<file path="src/hw/rtl/fir_pkg.sv">
// Shared types, constants and the coefficient table of the low-pass FIR filter.
// Used by fir_ctrl, fir_dp and the top level; depends on nothing else.

package fir_pkg;

    localparam int unsigned COEF_BITS = 20;
    localparam int unsigned MAX_TAPS  = 64;
    localparam int unsigned TAP_IDX_W = 6;

    typedef logic [TAP_IDX_W-1:0] tap_idx_t;

    typedef enum logic [1:0]
    {
        ST_IDLE,
        ST_RUN,
        ST_DRAIN,
        ST_DONE
    } fir_state_t;

    typedef struct packed
    {
        logic     shift_in;
        logic     mac;
        logic     load_out;
        tap_idx_t tap_idx;
    } fir_cmd_t;

    typedef struct packed
    {
        logic out_busy;
    } fir_stat_t;

    function automatic logic signed [COEF_BITS-1:0] coef_rom(input tap_idx_t idx);
        logic signed [COEF_BITS-1:0] c;
        case (idx)
            6'd0:    c = 20'sd24538;
            6'd1:    c = 20'sd25771;
            6'd2:    c = 20'sd29318;
            6'd3:    c = 20'sd35140;
            6'd4:    c = 20'sd43158;
            6'd5:    c = 20'sd53256;
            6'd6:    c = 20'sd65279;
            6'd7:    c = 20'sd79042;
            6'd8:    c = 20'sd94325;
            6'd9:    c = 20'sd110883;
            6'd10:   c = 20'sd128450;
            6'd11:   c = 20'sd146737;
            6'd12:   c = 20'sd165444;
            6'd13:   c = 20'sd184263;
            6'd14:   c = 20'sd202883;
            6'd15:   c = 20'sd220992;
            6'd16:   c = 20'sd238291;
            6'd17:   c = 20'sd254488;
            6'd18:   c = 20'sd269314;
            6'd19:   c = 20'sd282519;
            6'd20:   c = 20'sd293881;
            6'd21:   c = 20'sd303209;
            6'd22:   c = 20'sd310346;
            6'd23:   c = 20'sd315172;
            6'd24:   c = 20'sd317606;
            6'd25:   c = 20'sd315172;
            6'd26:   c = 20'sd310346;
            6'd27:   c = 20'sd303209;
            6'd28:   c = 20'sd293881;
            6'd29:   c = 20'sd282519;
            6'd30:   c = 20'sd269314;
            6'd31:   c = 20'sd254488;
            6'd32:   c = 20'sd238291;
            6'd33:   c = 20'sd220992;
            6'd34:   c = 20'sd202883;
            6'd35:   c = 20'sd184263;
            6'd36:   c = 20'sd165444;
            6'd37:   c = 20'sd146737;
            6'd38:   c = 20'sd128450;
            6'd39:   c = 20'sd110883;
            6'd40:   c = 20'sd94325;
            6'd41:   c = 20'sd79042;
            6'd42:   c = 20'sd65279;
            6'd43:   c = 20'sd53256;
            6'd44:   c = 20'sd43158;
            6'd45:   c = 20'sd35140;
            6'd46:   c = 20'sd29318;
            6'd47:   c = 20'sd25771;
            6'd48:   c = 20'sd24538;
            default: c = '0;
        endcase
        return c;
    endfunction

endpackage

</file>
<file path="src/hw/rtl/fir_filter_fixed_point_unit.sv">
// Top level of the 49-tap fixed-point low-pass FIR filter: stream ports around
// the sequencer fir_ctrl and the datapath fir_dp. Depends on fir_pkg.
//
//  channel | dir | payload
//  --------+-----+---------------------------------------------------------
//  s_*     | in  | tdata: sample (SAMPLE_BITS, signed), zero padded to bytes
//  m_*     | out | tdata: filtered (SAMPLE_BITS+1, signed), zero padded
//
// Each sample is processed in order: the delay line is loaded, TAPS products go
// through the single shared multiplier, the product register is drained, and the
// result is rounded, saturated and registered once the output register is not stalled.
// Reset clears the delay line, accumulator and both valid flags.
// A held result in the output register does not block the next sample; only
// the hand-off of a new result waits for m_tready.

module fir_filter_fixed_point_unit
    import fir_pkg::*;
#(
    parameter int unsigned TAPS        = 49,
    parameter int unsigned FRAC_BITS   = 23,
    parameter int unsigned SAMPLE_BITS = 16
)
(
    input  logic                                clk,
    input  logic                                rst_n,
    input  logic                                s_tvalid,
    output logic                                s_tready,
    input  logic [((SAMPLE_BITS+7)/8)*8-1:0]    s_tdata,   // sample
    output logic                                m_tvalid,
    input  logic                                m_tready,
    output logic [((SAMPLE_BITS+8)/8)*8-1:0]    m_tdata    // filtered
);

    localparam int unsigned M_W = ((SAMPLE_BITS + 8) / 8) * 8;

    fir_cmd_t               cmd;
    fir_stat_t              stat;
    logic [SAMPLE_BITS:0]   filtered;

    fir_ctrl #(
        .TAPS (TAPS)
    ) u_ctrl (
        .clk      (clk),
        .rst_n    (rst_n),
        .in_valid (s_tvalid),
        .in_ready (s_tready),
        .cmd      (cmd),
        .stat     (stat)
    );

    fir_dp #(
        .TAPS        (TAPS),
        .FRAC_BITS   (FRAC_BITS),
        .SAMPLE_BITS (SAMPLE_BITS)
    ) u_dp (
        .clk       (clk),
        .rst_n     (rst_n),
        .sample    (signed'(s_tdata[SAMPLE_BITS-1:0])),
        .cmd       (cmd),
        .stat      (stat),
        .filtered  (filtered),
        .out_valid (m_tvalid),
        .out_ready (m_tready)
    );

    assign m_tdata = M_W'(filtered);

endmodule

</file>
<file path="src/hw/rtl/fir_ctrl.sv">
// Sequencer of the FIR filter: accepts a sample, steps the tap counter, hands off the result.
// Depends on fir_pkg.

module fir_ctrl
    import fir_pkg::*;
#(
    parameter int unsigned TAPS = 49
)
(
    input  logic      clk,
    input  logic      rst_n,
    input  logic      in_valid,
    output logic      in_ready,
    output fir_cmd_t  cmd,
    input  fir_stat_t stat
);

    localparam int unsigned CNT_W = $clog2(TAPS);

    fir_state_t       state_reg, state_next;
    logic [CNT_W-1:0] tap_reg, tap_next;

    always_ff @(posedge clk or negedge rst_n)
    begin
        if (!rst_n)
        begin
            state_reg <= ST_IDLE;
            tap_reg   <= '0;
        end
        else
        begin
            state_reg <= state_next;
            tap_reg   <= tap_next;
        end
    end

    always_comb
    begin
        state_next   = state_reg;
        tap_next     = tap_reg;
        in_ready     = 1'b0;
        cmd.shift_in = 1'b0;
        cmd.mac      = 1'b0;
        cmd.load_out = 1'b0;
        cmd.tap_idx  = TAP_IDX_W'(tap_reg);
        case (state_reg)
            ST_IDLE:
            begin
                in_ready = 1'b1;
                tap_next = '0;
                if (in_valid)
                begin
                    cmd.shift_in = 1'b1;
                    state_next   = ST_RUN;
                end
            end
            ST_RUN:
            begin
                cmd.mac = 1'b1;
                if (tap_reg == CNT_W'(TAPS - 1))
                begin
                    tap_next   = '0;
                    state_next = ST_DRAIN;
                end
                else
                begin
                    tap_next = tap_reg + 1'b1;
                end
            end
            ST_DRAIN:
            begin
                state_next = ST_DONE;
            end
            ST_DONE:
            begin
                if (!stat.out_busy)
                begin
                    cmd.load_out = 1'b1;
                    state_next   = ST_IDLE;
                end
            end
            default:
            begin
                state_next = ST_IDLE;
            end
        endcase
    end

endmodule

</file>
<file path="src/hw/rtl/fir_dp.sv">
// Datapath of the FIR filter: rotating delay line, shared multiplier, accumulator,
// rounding toward zero, saturation and output register. Depends on fir_pkg.

module fir_dp
    import fir_pkg::*;
#(
    parameter int unsigned TAPS        = 49,
    parameter int unsigned FRAC_BITS   = 23,
    parameter int unsigned SAMPLE_BITS = 16
)
(
    input  logic                          clk,
    input  logic                          rst_n,
    input  logic signed [SAMPLE_BITS-1:0] sample,
    input  fir_cmd_t                      cmd,
    output fir_stat_t                     stat,
    output logic        [SAMPLE_BITS:0]   filtered,
    output logic                          out_valid,
    input  logic                          out_ready
);

    localparam int unsigned PROD_W = SAMPLE_BITS + COEF_BITS;
    localparam int unsigned ACC_W  = PROD_W + $clog2(TAPS) + 2;
    localparam int unsigned OUT_W  = SAMPLE_BITS + 1;

    localparam logic signed [ACC_W-1:0] BIAS   = ACC_W'((64'sd1 <<< FRAC_BITS) - 64'sd1);
    localparam logic signed [ACC_W-1:0] OUT_HI = ACC_W'((64'sd1 <<< (OUT_W - 1)) - 64'sd1);
    localparam logic signed [ACC_W-1:0] OUT_LO = ACC_W'(-(64'sd1 <<< (OUT_W - 1)));

    logic signed [SAMPLE_BITS-1:0] dly_reg [TAPS];
    logic signed [PROD_W-1:0]      prod_reg;
    logic                          prod_vld_reg;
    logic signed [ACC_W-1:0]       acc_reg;
    logic        [OUT_W-1:0]       out_data_reg;
    logic                          out_vld_reg;

    logic signed [ACC_W-1:0]       rnd;
    logic signed [ACC_W-1:0]       quo;
    logic        [OUT_W-1:0]       sat;

    always_ff @(posedge clk or negedge rst_n)
    begin
        if (!rst_n)
        begin
            for (int i = 0; i < TAPS; i++)
            begin
                dly_reg[i] <= '0;
            end
        end
        else if (cmd.shift_in)
        begin
            dly_reg[0] <= sample;
            for (int i = 1; i < TAPS; i++)
            begin
                dly_reg[i] <= dly_reg[i-1];
            end
        end
        else if (cmd.mac)
        begin
            dly_reg[TAPS-1] <= dly_reg[0];
            for (int i = 0; i < TAPS - 1; i++)
            begin
                dly_reg[i] <= dly_reg[i+1];
            end
        end
    end

    always_ff @(posedge clk)
    begin
        if (cmd.mac)
        begin
            prod_reg <= coef_rom(cmd.tap_idx) * dly_reg[0];
        end
    end

    always_ff @(posedge clk or negedge rst_n)
    begin
        if (!rst_n)
        begin
            prod_vld_reg <= 1'b0;
            acc_reg      <= '0;
        end
        else
        begin
            prod_vld_reg <= cmd.mac;
            if (cmd.shift_in)
            begin
                acc_reg <= '0;
            end
            else if (prod_vld_reg)
            begin
                acc_reg <= acc_reg + ACC_W'(prod_reg);
            end
        end
    end

    always_comb
    begin
        rnd = acc_reg + (acc_reg[ACC_W-1] ? BIAS : '0);
        quo = rnd >>> FRAC_BITS;
        if (quo > OUT_HI)
        begin
            sat = OUT_HI[OUT_W-1:0];
        end
        else if (quo < OUT_LO)
        begin
            sat = OUT_LO[OUT_W-1:0];
        end
        else
        begin
            sat = quo[OUT_W-1:0];
        end
    end

    always_ff @(posedge clk or negedge rst_n)
    begin
        if (!rst_n)
        begin
            out_vld_reg <= 1'b0;
        end
        else if (cmd.load_out)
        begin
            out_vld_reg <= 1'b1;
        end
        else if (out_ready)
        begin
            out_vld_reg <= 1'b0;
        end
    end

    always_ff @(posedge clk)
    begin
        if (cmd.load_out)
        begin
            out_data_reg <= sat;
        end
    end

    assign stat.out_busy = out_vld_reg && !out_ready;
    assign filtered      = out_data_reg;
    assign out_valid     = out_vld_reg;

endmodule

</file>
<file path="config.mk">
export PLATFORM = sky130hd
export DESIGN_NAME = fir_filter_fixed_point_unit
export DESIGN_NICKNAME = d
export VERILOG_FILES = /design/src/hw/rtl/fir_pkg.sv /design/src/hw/rtl/fir_filter_fixed_point_unit.sv /design/src/hw/rtl/fir_ctrl.sv /design/src/hw/rtl/fir_dp.sv
export SDC_FILE = /design/constraint.sdc
export NUM_CORES = 2
export LEC_CHECK = 0
export BUFFER_PORTS_ARGS = -buffer_cell sky130_fd_sc_hd__clkbuf_2
export CORE_ASPECT_RATIO = 1.5
export CORE_UTILIZATION = 50
export CTS_CLUSTER_DIAMETER = 150
export CTS_CLUSTER_SIZE = 40
export DETAILED_ROUTE_END_ITERATION = 8
export PLACE_DENSITY = 0.65
export SLEW_MARGIN = 10
export SYNTH_ARGS = -nofsm -noshare
export SYNTH_HDL_FRONTEND = slang
export SYNTH_SLANG_ARGS = --single-unit
</file>
<file path="constraint.sdc">
create_clock -name clk -period 8.7 [get_ports clk]
set_clock_uncertainty 0.15 [all_clocks]
set_input_delay 0.435 -clock clk [delete_from_list [all_inputs] [get_ports clk]]
set_output_delay 0.435 -clock clk [all_outputs]
set_load 0.005 [all_outputs]
</file>
### Word-level counts from Yosys, hierarchy flattened

Memories as Yosys holds them, arrays and structs flattened.
Cells that the tools add are included.

* register bits: 891
* bits in read-only memories: 1216
* input bits: 20
* output and inout bits: 26
* memories: 1

* $add $sub $neg: 3
* $mul: 1
* order comparisons: 2
* eq/ne operators: 7
* muxes and demuxes: 21
* reduce and logical (&&, ||, !) cells: 8

Memory list
* (no name shown): depth 64, bits a word 19, rd ports 1, clocked after Yosys merged registers in 0, wr ports 0, RTL line fir_pkg.sv:35 `case (idx)`

Operators by type and width (count)
* 2-to-1 mux 784 bit: 2
* 2-to-1 mux 44 bit: 2
* adder 44 x 23 -> 44 bit: 1
* adder 44 x 36 -> 44 bit: 1
* multiplier 20 x 16 -> 36 bit: 1
* 2-to-1 mux 23 bit: 1
* greater-than comparator 21 x 17 -> 1 bit, second input constant: 1
* less-than comparator 21 x 17 -> 1 bit, second input constant: 1
* 2-to-1 mux 20 bit: 1
* 2-to-1 mux 17 bit: 1
* case mux 6 bit (2 select lines): 1
* 2-to-1 mux 1 bit: 8
* case mux 2 bit (4 select lines): 1
* nonzero test 2 bit: 4
* adder 6 x 1 -> 6 bit, second input constant: 1
* equality test 6 bit, second input constant: 1
* 2-to-1 mux 2 bit: 3
* 2-to-1 mux 6 bit: 1
* equality test 2 bit, second input constant: 2
* inequality test 2 bit, second input constant: 2
* AND reduction 3 bit: 1
* equality test 2 x 1 -> 1 bit, second input constant: 1
* zero test 2 bit: 1
* inequality test 2 x 1 -> 1 bit, second input constant: 1
* other kinds (2): 2

### Depth between registers and ports, before layout

* word-level depth: 5
* mapped depth: 35
* gate-level depth less buffers: 33

### Hierarchy

From an unflattened synthesis, not the netlist that was laid out.

* cell total of the unflattened synthesis: 5556
* area, all modules: 54287.1 sq um

Modules (own cells, without submodules)
* fir_dp: instances 1, cells an instance 5494, area each 53731.5 sq um, sequential area each 22361.4 sq um
* fir_ctrl: instances 1, cells an instance 54, area each 499.2 sq um, sequential area each 200.2 sq um
* fir_filter_fixed_point_unit: instances 1, cells an instance 8, area each 56.3 sq um, sequential area each 0.0 sq um

### Worst setup path after synthesis

Ideal clock, no wire load.

* path type: reg-to-reg
* start: reg u_ctrl.tap_reg[1]
* end: reg u_dp.prod_reg[35] (data pin)
* library setup time: 0.260 ns
* arrival time: 7.788 ns
* required time: 8.290 ns
* setup slack: 0.502 ns
* stages on the path, launching flop included: 30
* buffers on the path: 2
* clock period less this slack: 8.198 ns
* path through: dfrtp_1 clkinv_1 ha_1 clkbuf_1 nor2_1 a211oi_1 a21oi_1 o32ai_1 clkbuf_1 nand2_1 fa_1 fa_1 fa_1 inv_1 fa_1 fa_1 inv_1 fa_1 inv_1 ha_1 a21o_1 a21oi_1 inv_1 a2111oi_0 a211o_1 a31o_2 o21ai_1 a221o_1 a21oi_1 xnor2_1

* longest elaborated chain between the ends: 3

RTL lines
* start, declared: RTL line fir_ctrl.sv:21 `logic [CNT_W-1:0] tap_reg, tap_next;`
* start signal, assigned: RTL line fir_ctrl.sv:33 `tap_reg <= tap_next;`
* memory read (64 x 19 bit)
* 2-to-1 mux 20 bit: RTL line fir_dp.sv:70 `if (cmd.mac)`
* multiplier 20 x 16 -> 36 bit: RTL line fir_dp.sv:72 `prod_reg <= coef_rom(cmd.tap_idx) * dly_reg[0];`
* end signal, assigned: RTL line fir_dp.sv:72
* end, declared: RTL line fir_dp.sv:31 `logic signed [PROD_W-1:0] prod_reg;`

No other way between the ends. The select of a mux whose other input is x is not followed.
A chain may end at the register's enable or synchronous reset.

### Final worst setup path

* start: reg u_ctrl.tap_reg[0]
* end: reg u_dp.prod_reg[34] (data pin)

Same word-level chain as after synthesis.

==> impl_metrics.py <==
metrics = {
    "status": {
        "outcome": "finished clean",
    },
    "detailed_routing": {
        "wl_met2_mm": 57.1,
        "route.met3.wl_mm": 2.79,
        "drc": 0,
        "ant_nets": 0,
        "drt-total-wl_mm": 115,
        "firstDrtPassIters": 5,
        "vias": 37600,
        "via_per_inst": 5.51,
        "drtIter0Drc": 2457,
        "wire_per_inst_um": 16.9,
        "top_layer_used": "met4",
        "met1_length_mm": 51.0,
    },
    "timing": {
        "slew_viol_final": 0,
        "tns_ns": 0,
        "period_share": 0.954,
        "setup_viol": 0,
        "hold_viol_final": 0,
        "max_clock_freq_mhz": 120,
        "period_minus_slack_ns": 8.30,
        "worst_pin_slew_ns": 1.22,
        "rsz0062_at_grt": "no",
        "max_slew_margin": 0.189,
    },
    "worst_setup_path": {
        "start_kind": "register",
        "cp_max_fo": 11,
        "cp-end-kind": "register",
        "rr_worst_depth": 30,
        "max_stage_delay_ns": 0.55,
        "r2r_setup_slack_ns": 0.40,
        "worstPathArrival_ns": 8.61,
        "cp_common_cell": "fa_1",
        "cpMaxStageDelayCell": "fa_1",
        "rr_startpoint": "u_ctrl.tap_reg[0]",
        "r2r_end": "u_dp.prod_reg[34]",
        "crit_type": "register to register",
        "required_ns": 9.01,
    },
    "grt": {
        "grt-ovfl-total": 0,
        "grt_pass1_vias": 37700,
        "grt_pass1_wl_mm": 194,
        "grt_max_degree": 286,
        "grtUsageTotal": 0.211,
        "antenna_found_initial": 0,
    },
    "floorplanning": {
        "ios": 46,
        "initial_core_util": 0.506,
        "fp.coreArea_um2": 108000,
        "die_w_um": 272,
        "num_rows": 147,
        "die_h_um": 406,
        "dieArea_um2": 110000,
    },
    "clocking": {
        "cts_tree": "yes",
        "cts.sinks": 891,
        "post_cts_buffers": 0,
        "cts_buffer_depth": 3,
        "clk_pin_slew_ns": 0.15,
        "cts-root-buf": "clkbuf_16",
        "clk_latency_ns": 0.69,
        "numCtsBuffers": 26,
        "htree_levels": 1,
    },
    "flow_run": {
        "cap_violations": 0,
    },
    "synth": {
        "yosysWarnings": 0,
        "yosysSeqAreaShare": 0.414,
        "synth_flop_cell": "dfrtp_1",
        "avgSynthCellArea_um2": 9.74,
        "yosysTopAreaCellShare": 0.385,
        "async_flop_share": 0.941,
        "synth.distinct_cells": 91,
        "yosys.area.top_type": "dfrtp_1",
        "synth_area_um2": 54500,
        "synth_area_leaders": "dfrtp_1 38%, mux2i_1 15%, fa_1 8.7%",
        "synth-seq-cells": 891,
        "synthCells": 5592,
        "synth-edff-count": 53,
    },
    "placed_design": {
        "io_buffers": 38,
        "place_hpwl_mm": 80.6,
        "place.gp.congestion": 0.901,
    },
    "cells_and_area": {
        "drive_gt1_frac": 0.0385,
        "antenna_cells": 0,
        "final_nets": 5875,
        "area_delta_synth_final_pct": 4.42,
        "fillerInstances": 9867,
        "largest_register_ffs": 784,
    },
    "min_path": {
        "hold_path.class": "input pin to async pin",
    },
}
per-stage QoR:
stage	hold slack (ns)	utilization	setup slack, ns	cells	instance area, um^2
after floorplan	-0.0106	-	0.502	5598	54500
after global placement	0.329	0.520	0.215	6771	56000
after detailed placement	0.341	0.520	0.0961	6771	56000
after CTS	0.199	0.528	0.0930	6822	56900
after global routing	0.242	0.529	0.0339	6822	56900
final	0.203	0.529	0.400	6822	56900
worst max-delay path: cells and delay by family, from the launching register on:
kind / cells / cell delay, ns
flops: 1 / 0.40
compound gates: 8 / 2.11
buf+inv: 6 / 0.71
xor+xnor: 1 / 0.09
simple gates: 7 / 1.07
fa+ha+maj: 8 / 3.56
worst max path at each step:
stage / startpoint / to / slack (ns) / depth (start not counted)
3_3_place_gp: u_ctrl.tap_reg[0] / u_dp.prod_reg[34] / 0.21 / 29
4_1_cts: u_ctrl.tap_reg[0] / u_dp.prod_reg[35] / 0.09 / 27
2_1_floorplan: u_ctrl.tap_reg[1] / u_dp.prod_reg[35] / 0.50 / 29
6_report: u_ctrl.tap_reg[0] / u_dp.prod_reg[34] / 0.40 / 30
3_5_place_dp: u_ctrl.tap_reg[0] / u_dp.prod_reg[34] / 0.1 / 29
5_1_grt: u_ctrl.tap_reg[0] / u_dp.prod_reg[34] / 0.03 / 30
synth_stat cells (5+ instances only):
cell        n
dfrtp_1   838
o22ai_1    11
ha_1      215
buf_1      12
a31oi_1    13
inv_1     308
nor2_1    132
edfxtp_1   53
nand2_1   999
nand4_1    10
fa_1      237
nor3b_1     5
nand3_1    41
nor2b_1    55
o21ai_0   875
o31ai_1     6
or2_2       5
a21oi_1   119
mux2i_1   817
buf_4       7
nor3_1     26
o21ai_2    11
o311ai_0    5
and3_1     11
xnor2_1    54
xor2_1     28
clkbuf_1  351
and2_1    123
and4_1      6
nand2b_1   36
a211oi_1   18
o21a_1      9
o21bai_1   14
o211ai_1   12
a21o_1     38
layer usage:
metal,vias to the layer above,GRT usage
li1,18500,-
met3,167,0.0160
met4,0,0.0746
met1,18500,0.277
met2,447,0.367
met5,-,0
what timing repair did:
item | CTS | global route
setup endpoints to repair | 0 | 8
hold endpoints to repair | 112 | 0
gates resized for setup | 0 | 8
hold buffers | 19 | 0
cells in the final DEF, fill, tap and decap left out, types with 7 or more instances in the layout:
cell type      count
dlygate4sd3_1     19
a31oi_1           13
buf_4             79
dfrtp_1          837
clkbuf_2          37
o21bai_1          14
nor2_1           131
a21oi_1          119
nand3_1           41
clkbuf_16         26
nand4_1           10
nand2_1          999
o22ai_1           11
xor2_1            28
a21o_1            38
inv_1            307
and3_1            11
nor3_1            26
nor2b_1           55
mux2i_1          817
buf_12            16
edfxtp_1          53
o21a_1             9
xnor2_1           54
o21ai_0          875
conb_1             7
nand2b_1          36
ha_1             213
and2_1           122
o211ai_1          12
o21ai_2           11
a211oi_1          18
fa_1             237
logic make-up (layout without fill, tap and decap cells):
| family | after synthesis | count (layout) | synth area share |
|---|---|---|---|
| flip-flops | 891 | 891 | 0.414 |
| other | 1 | 7 | 0.0000688 |
| AND/OR/NAND/NOR | 1467 | 1467 | 0.116 |
| multiplexers | 822 | 822 | 0.152 |
| adder cells (fa/ha/maj) | 452 | 452 | 0.136 |
| AO/OA/AOI/OAI | 1191 | 1191 | 0.120 |
| buffers and inverters | 686 | 495 | 0.0481 |
| XOR/XNOR | 82 | 82 | 0.0132 |
layout make-up:
cell class / count / area, um^2 / area share
well taps: 1415 / 1770 / 0.0311
inverters: 310 / 1160 / 0.0205
clock inverters: 2 / 46.3 / 0.000814
repair buffers: 153 / 1320 / 0.0231
multi-input cells: 4021 / 29400 / 0.516
clock buffers: 30 / 666 / 0.0117
flip-flops and latches: 891 / 22600 / 0.397
Power is left out: the tool's default activity adds up to more than one toggle a clock period on the data nets, which glitch-free logic cannot reach.
